==> config.mk <==
export PLATFORM = sky130hd
export DESIGN_NAME = midi_event_stream_parser_top
export DESIGN_NICKNAME = d
export VERILOG_FILES = /design/src/sv/mesp_pkg.sv /design/src/sv/mesp_in_reg.sv /design/src/sv/mesp_decode.sv /design/src/sv/mesp_out_reg.sv /design/src/sv/midi_event_stream_parser_top.sv
export SDC_FILE = /design/constraint.sdc
export NUM_CORES = 1
export LEC_CHECK = 0
export ABC_AREA = 1
export BUFFER_PORTS_ARGS = -buffer_cell sky130_fd_sc_hd__buf_2
export CAP_MARGIN = 20
export CORE_AREA = 2 2 153 185
export CTS_CLUSTER_SIZE = 16
export DETAILED_ROUTE_END_ITERATION = 10
export DIE_AREA = 0 0 155 187
export HOLD_SLACK_MARGIN = 0.1
export RECOVER_POWER = 100
export SLEW_MARGIN = 10
export SYNTH_ARGS = -nofsm -noshare
export SYNTH_HDL_FRONTEND = slang
export SYNTH_SLANG_ARGS = --single-unit
==> constraint.sdc <==
create_clock -name clk -period 7.3 [get_ports clk]
set_input_delay 1.46 -clock clk [delete_from_list [all_inputs] [get_ports clk]]
set_output_delay 1.46 -clock clk [all_outputs]
set_load 0.01 [all_outputs]
==> src/sv/mesp_pkg.sv <==
// Shared types and constants of the MIDI event stream parser.
package mesp_pkg;

  localparam logic [2:0] KIND_NOTE_ON  = 3'd0;
  localparam logic [2:0] KIND_NOTE_OFF = 3'd1;
  localparam logic [2:0] KIND_PROGRAM  = 3'd2;
  localparam logic [2:0] KIND_PRESSURE = 3'd3;
  localparam logic [2:0] KIND_BEND     = 3'd4;
  localparam logic [2:0] KIND_TEMPO    = 3'd5;
  localparam logic [2:0] KIND_END      = 3'd6;
  localparam logic [2:0] KIND_ERROR    = 3'd7;

  localparam logic [7:0] STATUS_META    = 8'hff;
  localparam logic [7:0] META_END_TRACK = 8'h2f;
  localparam logic [7:0] META_TEMPO     = 8'h51;
  localparam logic [3:0] HI_NOTE_OFF    = 4'h8;
  localparam logic [3:0] HI_NOTE_ON     = 4'h9;
  localparam logic [3:0] HI_PROGRAM     = 4'hc;
  localparam logic [3:0] HI_PRESSURE    = 4'hd;
  localparam logic [3:0] HI_BEND        = 4'he;

  typedef enum logic [6:0] {
    PH_DELTA     = 7'b0000001,
    PH_STATUS    = 7'b0000010,
    PH_DATA1     = 7'b0000100,
    PH_DATA2     = 7'b0001000,
    PH_META_TYPE = 7'b0010000,
    PH_META_LEN  = 7'b0100000,
    PH_META_BODY = 7'b1000000
  } phase_t;

  typedef struct packed {
    logic [2:0]  event_kind;
    logic [3:0]  channel;
    logic [6:0]  key_or_value;
    logic [6:0]  velocity;
    logic [13:0] bend_amount;
    logic [23:0] tempo_us;
    logic [31:0] event_time;
    logic        restart_track;
  } result_t;

endpackage

==> src/sv/mesp_in_reg.sv <==
// Input register stage holding one accepted track byte.
module mesp_in_reg (
  input  logic       clk,
  input  logic       rst,
  input  logic       in_valid,
  output logic       in_stall,
  input  logic [7:0] stream_byte,
  input  logic       advance,
  output logic       held_valid,
  output logic [7:0] held_byte
);

  logic accept;

  assign in_stall = held_valid && !advance;
  assign accept   = in_valid && !in_stall;

  always_ff @(posedge clk) begin
    if (rst) begin
      held_valid <= 1'b0;
    end else if (accept) begin
      held_valid <= 1'b1;
    end else if (advance) begin
      held_valid <= 1'b0;
    end
  end

  always_ff @(posedge clk) begin
    if (accept) begin
      held_byte <= stream_byte;
    end
  end

endmodule

==> src/sv/mesp_decode.sv <==
// Parser state and the single-pass byte decode that forms one result.
module mesp_decode #(
  parameter int MAX_DELTA_BYTES = 4
) (
  input  logic              clk,
  input  logic              rst,
  input  logic              cfg_we,
  input  logic [7:0]        cfg_wdata,
  input  logic              advance,
  input  logic [7:0]        byte_in,
  output logic              emit,
  output mesp_pkg::result_t result
);
  import mesp_pkg::*;

  localparam logic [2:0] MaxBytes = 3'(MAX_DELTA_BYTES);

  phase_t      phase, phase_next;
  logic [7:0]  running_status, running_status_next;
  logic [6:0]  first_data, first_data_next;
  logic [27:0] delta_accum, delta_accum_next;
  logic [2:0]  delta_bytes, delta_bytes_next;
  logic [31:0] tick_time, tick_time_next;
  logic [7:0]  meta_type, meta_type_next;
  logic [7:0]  meta_remaining, meta_remaining_next;
  logic [23:0] tempo_shift, tempo_shift_next;
  logic [7:0]  loops_left, loops_left_next;
  logic        finished, finished_next;

  function automatic logic is_channel(input logic [7:0] s);
    return s[7:4] inside {HI_NOTE_OFF, HI_NOTE_ON, HI_PROGRAM, HI_PRESSURE, HI_BEND};
  endfunction

  always_comb begin
    logic        do_first;
    logic        do_meta;
    logic        do_done;
    logic [6:0]  d;
    logic [7:0]  rem_dec;
    logic [23:0] ts_body;
    phase_next          = phase;
    running_status_next = running_status;
    first_data_next     = first_data;
    delta_accum_next    = delta_accum;
    delta_bytes_next    = delta_bytes;
    tick_time_next      = tick_time;
    meta_type_next      = meta_type;
    meta_remaining_next = meta_remaining;
    tempo_shift_next    = tempo_shift;
    loops_left_next     = loops_left;
    finished_next       = finished;
    emit                = 1'b0;
    result              = '0;
    do_first            = 1'b0;
    do_meta             = 1'b0;
    do_done             = 1'b0;
    d                   = byte_in[6:0];
    rem_dec             = meta_remaining - 8'd1;
    ts_body             = {tempo_shift[15:0], byte_in};

    if (!finished) begin
      case (phase)
        PH_DELTA: begin
          delta_accum_next = {delta_accum[20:0], byte_in[6:0]};
          delta_bytes_next = delta_bytes + 3'd1;
          if (byte_in[7]) begin
            if (delta_bytes_next >= MaxBytes) begin
              emit          = 1'b1;
              finished_next = 1'b1;
            end
          end else begin
            tick_time_next   = tick_time + {4'd0, delta_accum_next};
            delta_accum_next = '0;
            delta_bytes_next = '0;
            phase_next       = PH_STATUS;
          end
        end
        PH_STATUS: begin
          if (byte_in[7]) begin
            running_status_next = byte_in;
            if (is_channel(byte_in)) begin
              phase_next = PH_DATA1;
            end else if (byte_in == STATUS_META) begin
              phase_next = PH_META_TYPE;
            end else begin
              emit          = 1'b1;
              finished_next = 1'b1;
            end
          end else if (is_channel(running_status)) begin
            do_first = 1'b1;
          end else if (running_status == STATUS_META) begin
            do_meta = 1'b1;
          end else begin
            emit          = 1'b1;
            finished_next = 1'b1;
          end
        end
        PH_DATA1: do_first = 1'b1;
        PH_DATA2: begin
          phase_next = PH_DELTA;
          emit       = 1'b1;
          result.key_or_value = first_data;
          if (running_status[7:4] == HI_BEND) begin
            result.event_kind  = KIND_BEND;
            result.key_or_value = '0;
            result.bend_amount = {d, first_data};
          end else if (running_status[7:4] == HI_NOTE_ON && d != 7'd0) begin
            result.event_kind = KIND_NOTE_ON;
            result.velocity   = d;
          end else begin
            result.event_kind = KIND_NOTE_OFF;
            result.velocity   = d;
          end
        end
        PH_META_TYPE: do_meta = 1'b1;
        PH_META_LEN: begin
          meta_remaining_next = byte_in;
          tempo_shift_next    = '0;
          if (byte_in == 8'd0) begin
            do_done = 1'b1;
          end else begin
            phase_next = PH_META_BODY;
          end
        end
        PH_META_BODY: begin
          tempo_shift_next    = ts_body;
          meta_remaining_next = rem_dec;
          if (rem_dec == 8'd0) begin
            do_done = 1'b1;
          end
        end
        default: phase_next = PH_DELTA;
      endcase

      if (do_first) begin
        first_data_next = d;
        if (running_status[7:4] == HI_PROGRAM) begin
          phase_next          = PH_DELTA;
          emit                = 1'b1;
          result.event_kind   = KIND_PROGRAM;
          result.key_or_value = d;
        end else if (running_status[7:4] == HI_PRESSURE) begin
          phase_next          = PH_DELTA;
          emit                = 1'b1;
          result.event_kind   = KIND_PRESSURE;
          result.key_or_value = d;
        end else begin
          phase_next = PH_DATA2;
        end
      end

      if (do_meta) begin
        meta_type_next = byte_in;
        if (byte_in == META_END_TRACK) begin
          phase_next        = PH_DELTA;
          emit              = 1'b1;
          result.event_kind = KIND_END;
          if (loops_left <= 8'd1) begin
            loops_left_next = '0;
            finished_next   = 1'b1;
          end else begin
            loops_left_next      = loops_left - 8'd1;
            result.restart_track = 1'b1;
          end
        end else begin
          phase_next = PH_META_LEN;
        end
      end

      if (do_done) begin
        phase_next = PH_DELTA;
        if (meta_type == META_TEMPO) begin
          emit              = 1'b1;
          result.event_kind = KIND_TEMPO;
          result.tempo_us   = tempo_shift_next;
        end
      end

      // An error result is flagged by finishing without any other kind set.
      if (emit && finished_next && !do_meta) begin
        result.event_kind = KIND_ERROR;
      end
    end

    result.channel    = running_status_next[3:0];
    result.event_time = tick_time;
  end

  always_ff @(posedge clk) begin
    if (rst) begin
      phase          <= PH_DELTA;
      running_status <= '0;
      first_data     <= '0;
      delta_accum    <= '0;
      delta_bytes    <= '0;
      tick_time      <= '0;
      meta_type      <= '0;
      meta_remaining <= '0;
      tempo_shift    <= '0;
      loops_left     <= 8'd1;
      finished       <= 1'b0;
    end else begin
      if (advance) begin
        phase          <= phase_next;
        running_status <= running_status_next;
        first_data     <= first_data_next;
        delta_accum    <= delta_accum_next;
        delta_bytes    <= delta_bytes_next;
        tick_time      <= tick_time_next;
        meta_type      <= meta_type_next;
        meta_remaining <= meta_remaining_next;
        tempo_shift    <= tempo_shift_next;
        finished       <= finished_next;
      end
      if (cfg_we) begin
        loops_left <= cfg_wdata;
      end else if (advance) begin
        loops_left <= loops_left_next;
      end
    end
  end

endmodule

==> src/sv/mesp_out_reg.sv <==
// Result register that holds one decoded event until it is taken.
module mesp_out_reg (
  input  logic              clk,
  input  logic              rst,
  input  logic              load,
  input  mesp_pkg::result_t result_in,
  input  logic              out_stall,
  output logic              out_valid,
  output logic              free,
  output mesp_pkg::result_t result_q
);
  import mesp_pkg::*;

  assign free = !out_valid || !out_stall;

  always_ff @(posedge clk) begin
    if (rst) begin
      out_valid <= 1'b0;
    end else if (load) begin
      out_valid <= 1'b1;
    end else if (!out_stall) begin
      out_valid <= 1'b0;
    end
  end

  always_ff @(posedge clk) begin
    if (load) begin
      result_q <= result_in;
    end
  end

endmodule

==> src/sv/midi_event_stream_parser_top.sv <==
// Top level of the MIDI track event parser with running status.
// A byte accepted into the input register is decoded from there, and its result (if any)
// is loaded into the result register when that register is free to take it.
// Throughput: one byte per cycle through the single decode pass between the
// input register and the result register; a result held by output stall holds the pipe.
// Reset (rst, synchronous, active high) clears all parser state; loops left starts at one.
module midi_event_stream_parser_top #(
  parameter int MAX_DELTA_BYTES = 4
) (
  input  logic        clk,
  input  logic        rst,
  input  logic        cfg_we,
  input  logic [7:0]  cfg_wdata,
  input  logic        in_valid,
  output logic        in_stall,
  input  logic [7:0]  stream_byte,
  output logic        out_valid,
  input  logic        out_stall,
  output logic [2:0]  event_kind,
  output logic [3:0]  channel,
  output logic [6:0]  key_or_value,
  output logic [6:0]  velocity,
  output logic [13:0] bend_amount,
  output logic [23:0] tempo_us,
  output logic [31:0] event_time,
  output logic        restart_track
);
  import mesp_pkg::*;

  // The held byte is decoded whenever the result register can take a new
  // request, so a byte that makes no result also moves on at once.
  logic       held_valid;
  logic [7:0] held_byte;
  logic       free;
  logic       advance;
  logic       emit;
  result_t    result_comb;
  result_t    result_q;

  assign advance = held_valid && free;

  mesp_in_reg u_in (
    .clk        (clk),
    .rst        (rst),
    .in_valid   (in_valid),
    .in_stall   (in_stall),
    .stream_byte(stream_byte),
    .advance    (advance),
    .held_valid (held_valid),
    .held_byte  (held_byte)
  );

  mesp_decode #(
    .MAX_DELTA_BYTES(MAX_DELTA_BYTES)
  ) u_decode (
    .clk      (clk),
    .rst      (rst),
    .cfg_we   (cfg_we),
    .cfg_wdata(cfg_wdata),
    .advance  (advance),
    .byte_in  (held_byte),
    .emit     (emit),
    .result   (result_comb)
  );

  // The result register parts the two sides, so a new byte is accepted
  // while a finished result is still waiting to be taken.
  mesp_out_reg u_out (
    .clk      (clk),
    .rst      (rst),
    .load     (advance && emit),
    .result_in(result_comb),
    .out_stall(out_stall),
    .out_valid(out_valid),
    .free     (free),
    .result_q (result_q)
  );

  assign event_kind    = result_q.event_kind;
  assign channel       = result_q.channel;
  assign key_or_value  = result_q.key_or_value;
  assign velocity      = result_q.velocity;
  assign bend_amount   = result_q.bend_amount;
  assign tempo_us      = result_q.tempo_us;
  assign event_time    = result_q.event_time;
  assign restart_track = result_q.restart_track;

endmodule

**After elaboration in Yosys (flattened, before gate mapping)**

Cells that the tools add are included.

- Equality and inequality tests: 28
- Mux-type cells: 84
- Bitwise logic cells: 8
- Add/sub/neg operators: 4
- Magnitude comparators: 2
- Reduce and logical (&&, ||, !) cells: 37

Operators with widths:

| cell | number |
|---|---|
| $mux 7 | 14 |
| $mux 8 | 6 |
| $pmux 24 s2 | 1 |
| $eq 4x4->1 const B | 10 |
| $mux 1 | 37 |
| $mux 3 | 11 |
| $add 32x28->32 | 1 |
| $mux 28 | 1 |
| $pmux 7 s4 | 1 |
| $mux 21 | 1 |
| $eq 8x8->1 const B | 2 |
| $logic_not 8->1 | 2 |
| $mux 4 | 4 |
| $pmux 8 s2 | 1 |
| $sub 8x1->8 const B | 2 |
| $reduce_or 3->1 | 5 |
| $mux 14 | 1 |
| $reduce_and 3->1 | 4 |
| $reduce_and 4->1 | 3 |
| $ne 5x2->1 const B | 2 |
| $reduce_bool 2->1 | 5 |
| $reduce_bool 5->1 | 2 |
| $eq 8x6->1 const B | 1 |
| $eq 8x7->1 const B | 1 |
| other kinds (25) | 45 |

- Output and inout bits: 94
- Word-level logic and storage cells: 186
- Register bits: 229
- Input bits: 21

**Longest topological paths before layout**

- Depth in word-level cells: 16
- Gate-level depth with buffers: 15
- Gate-level depth less buffers: 14

**Cells and area by module**

From an unflattened synthesis, not the netlist that was laid out.

- Cell total of the unflattened synthesis: 1351
- Area, all modules: 11310.8 um^2

By module, submodules not included:

| module | area each (um^2) | times used | seq. area each (um^2) | cells an instance |
|---|---|---|---|---|
| mesp_decode | 8205.4 | 1 | 2542.4 | 1236 |
| mesp_out_reg | 2801.4 | 1 | 2782.7 | 96 |
| mesp_in_reg | 286.5 | 1 | 260.2 | 15 |
| midi_event_stream_parser_top | 17.5 | 1 | 0.0 | 4 |

**Worst setup path after synthesis**

OpenSTA, ideal clock, no wires.

- Path type: input-to-reg
- From: in out_stall
- To: reg, netlist name u_out.result_q[0]
- Path buffers: 1
- Data required time: 6.854 ns
- Setup slack: 2.868 ns
- Stages: 6
- Data arrival time: 3.987 ns
- Setup time: 0.446 ns
- Path through: nand2_1 -> nand2_1 -> nor2_4 -> buf_1 -> nand2_1 -> inv_1

- Cells in the longest elaborated chain, start to end: 4

Ends and longest elaborated chain:

| item | line | source |
|---|---|---|
| start, declared | midi_event_stream_parser_top.sv:18 | `input logic out_stall,` |
| $logic_not 1->1 | mesp_out_reg.sv:14 | `assign free = !out_valid \|\| !out_stall;` |
| $logic_or 1x1->1 | mesp_out_reg.sv:14 |  |
| $logic_and 1x1->1 | midi_event_stream_parser_top.sv:40 | `assign advance = held_valid && free;` |
| $logic_and 1x1->1 | midi_event_stream_parser_top.sv:71 | `.load (advance && emit),` |
| named net u_out.load | mesp_out_reg.sv:5 | `input logic load,` |

The timed path passes the listed nets, and every way through them passes these cells.
A chain may end at the register's enable or synchronous reset.

**Final worst setup path**

- From: in out_stall
- To: reg u_decode.tick_time[12]

- Cells in the longest elaborated chain, start to end: 4

Ends and longest elaborated chain:

| item | line | source |
|---|---|---|
| $logic_not 1->1 | mesp_out_reg.sv:14 |  |
| $logic_or 1x1->1 | mesp_out_reg.sv:14 |  |
| $logic_and 1x1->1 | midi_event_stream_parser_top.sv:40 |  |
| $reduce_and 4->1 (no source line) | - |  |
| end signal, assigned | mesp_decode.sv:209 | `tick_time <= tick_time_next;` |
| end, declared | mesp_decode.sv:23 | `logic [31:0] tick_time, tick_time_next;` |

No other way between the ends.

==> flow_metrics.py <==
metrics = {
    "floorplanning": {
        "initial_utilization": 0.4018,
        "fp.dieH_um": 187,
        "num_rows": 67,
        "dieWidth_um": 155,
        "pin_count": 115,
        "core_um2": 27410,
        "die_area_um2": 28990,
    },
    "clocking": {
        "cts-buffers-inserted": 24,
        "worstSkewPairLatency_ps": 530,
        "cts-root-buf": "clkbuf_16",
        "htreeDepth": 1,
        "clock_sinks": 229,
        "clk_pin_slew_ps": 70,
        "ctsResizeCount": 0,
        "cts_buffer_depth": 3,
        "cts_tree": "yes",
        "cts_setup_buffers": 0,
        "hold_buffers": 0,
    },
    "pwr": {
        "vdd_drop_max_mv": 0.1573,
        "power.internal_mw": 2.189,
        "swShare": 0.2478,
        "power_frac_seq": 0.480,
        "power_frac_comb": 0.078,
        "power.switching_mw": 0.7210,
        "p_per_area_nw_per_um2": 232.1,
        "p_leak_nw": 4.880,
        "clockPowerShare": 0.443,
    },
    "global_routing": {
        "grt_start_max_net_pins": 54,
        "grt_usage": 0.1978,
        "grt-ovfl-total": 0,
        "grt_pass1_wl_um": 46200,
        "grt_pass1_vias": 8691,
        "antenna_found_initial": 0,
    },
    "timing": {
        "worst_pin_slew_ps": 2567,
        "max_freq_mhz": 184.8,
        "rsz0062_at_grt": "false",
        "fin_skew_ps": 15.24,
        "finalCritPeriodShare": 0.7411,
        "setup_viol_count_final": 0,
        "slew-limit-headroom": -0.7114,
        "finalCriticalPeriod_ps": 5410,
        "holdWs_ps": 461.4,
        "tns_ps": 0,
        "hold_violations": 0,
        "slew_viol_final": 137,
    },
    "final_layout": {
        "fill_cells": 2772,
        "final_util": 0.4573,
        "fin_cells": 1802,
        "multi_input_area_um2": 4681,
        "nets": 1494,
        "final_common_cell": "nand2_1",
        "final_cell_mix": "nand2_1 (274), nor2_1 (180), a21oi_1 (154)",
        "syn_to_final_growth_pct": 13.80,
        "drive_gt1_frac": 0.06658,
        "diodes": 0,
        "regArea_um2": 5585,
    },
    "worst_setup_path": {
        "cp_data_arrival_time_ps": 5830,
        "required_ps": 7720,
        "endpoint": "u_decode.tick_time[12]",
        "start_kind": "input pin",
        "cp_max_fo": 32,
        "rr_endpoint": "u_decode.tick_time[12]",
        "crit-reg2reg-launch": "u_decode.finished",
        "worstSetupStartpoint": "out_stall",
        "crit_type": "in -> reg",
        "rrSetupSlack_ps": 2530,
        "cp-end-kind": "register",
        "reg2reg_depth": 9,
    },
    "status": {
        "failed_checks": "max-capacitance violations, max-slew violations",
        "status": "finished, violations left",
    },
    "detailed_routing": {
        "via_per_inst": 5.130,
        "route.detailed.drc": 0,
        "first_pass_iters": 5,
        "wirelength_um": 29110,
        "post_drt_wl_per_cell_um": 16.15,
        "antenna_left": 0,
        "drt_iter0_drc": 613,
        "dr_total_vias": 9244,
    },
    "synth": {
        "synth_top_area_frac": 0.2726,
        "synth_area_leader_cell": "edfxtp_1",
        "synthesis.area_um2": 11020,
        "yosys_warnings": 0,
        "ys_top_cells_by_area": "edfxtp_1 (27%), dfxtp_1 (23%), nand2_1 (9.3%), a21oi_1 (7.0%), nor2_1 (6.0%)",
        "syn_inst": 1336,
        "ys_ff_latch": 229,
        "synth.avg_cell_area_um2": 8.245,
        "synthesis.nets": 1391,
        "synth.distinct_cells": 47,
        "synth-seq-area-share": 0.5070,
    },
    "placed_design": {
        "io_buffer_count": 114,
        "gp_congestion": 0.8905,
        "dp.cells": 1757,
        "post-dp-hpwl_um": 20660,
    },
    "hold_path": {
        "hp-start": "u_decode.tempo_shift[23]",
        "min_path_type": "reg -> reg",
    },
    "run": {
        "drv_cap": 3,
    },
}
[cells in the mapped netlist, drive strengths merged]
cell	count
o21a	1
nand2	277
nand3b	6
nor2	191
edfxtp	100
dfxtp	129
o21bai	9
o22ai	2
clkinv	1
o211ai	3
nor3	20
fa	1
o21ai	75
nand4	21
o31ai	1
or2	6
a21oi	154
nor4	5
a22o	1
buf	19
o211a	1
ha	33
o221ai	1
clkbuf	24
a31oi	12
inv	134
a211oi	15
nand3	66
a21boi	3
xnor2	9
xor2	10
a21o	6
[metal layers]
metal,track usage,vias up,wire [um]
met2,0.3308,243,13640
li1,-,4699,-
met4,0.04452,0,500
met3,0.02688,34,1455
met5,0,-,0
met1,0.2727,4268,13520
[power groups by stage]
stage	Combinational, mW	Clock (mW)	Sequential (mW)
2_1_floorplan	0.171	0	1.41
3_3_place_gp	0.225	0	1.42
3_5_place_dp	0.227	0	1.42
4_1_cts	0.229	1.32	1.40
5_1_grt	0.258	1.37	1.40
6_report	0.226	1.29	1.40
[how the worst min path moves through the flow]
stage,slack (ps),end,cells past startpoint
after floorplan,430,u_out.result_q[15],0
after global placement,450,u_decode.tempo_shift[22],2
after detailed placement,450,u_out.result_q[32],0
after CTS,460,u_decode.tempo_shift[17],2
after global routing,480,u_decode.tempo_shift[17],2
final,460,u_decode.tempo_shift[23],2
[area by class of cell]
class,instances,area share
tap,345,0.03443
multi-input combinational,929,0.3734
clock buffer,28,0.05250
sequential,229,0.4456
timing repair buffer,120,0.03943
clock inverter,16,0.01397
inverter,135,0.04072
[kinds of logic after synthesis]
| family | count (synthesis) | share of synthesized area |
|---|---|---|
| flops | 229 | 0.5070 |
| compound gates | 284 | 0.1410 |
| simple gates | 592 | 0.2327 |
| xor+xnor | 19 | 0.01511 |
| buf+inv | 178 | 0.06486 |
| fa+ha+maj | 34 | 0.03930 |
[through the flow]
stage	setup slack [ps]	area, um2	power (mW)
2_1_floorplan	2868	11020	1.580
3_3_place_gp	2710	11850	1.648
3_5_place_dp	2641	11850	1.651
4_1_cts	3179	12680	2.940
5_1_grt	1485	12540	3.025
6_report	1890	12540	2.910
[state kept, by name, summed over array words and instances, names as in the netlist]
signal                   cells
u_out.result_q              92
u_decode.tick_time          32
u_decode.tempo_shift        24
u_decode.delta_accum        21
u_decode.loops_left          8
u_decode.meta_remaining      8
u_decode.meta_type           8
u_decode.running_status      8
u_in.held_byte               8
u_decode.first_data          7
u_decode.phase               7
u_decode.delta_bytes         3
u_decode.finished            1
u_in.held_valid              1
u_out.out_valid              1
[worst max-delay path, stage by stage]
cell	delay, ps
buf_2	90
nand2_1	100
nand2_1	120
nor2_1	1740
inv_2	260
nor2_8	440
inv_4	200
nor2_8	330
inv_1	270
nand2_2	310
inv_2	230
a21o_1	220
Power figures use the tool's default switching activity.
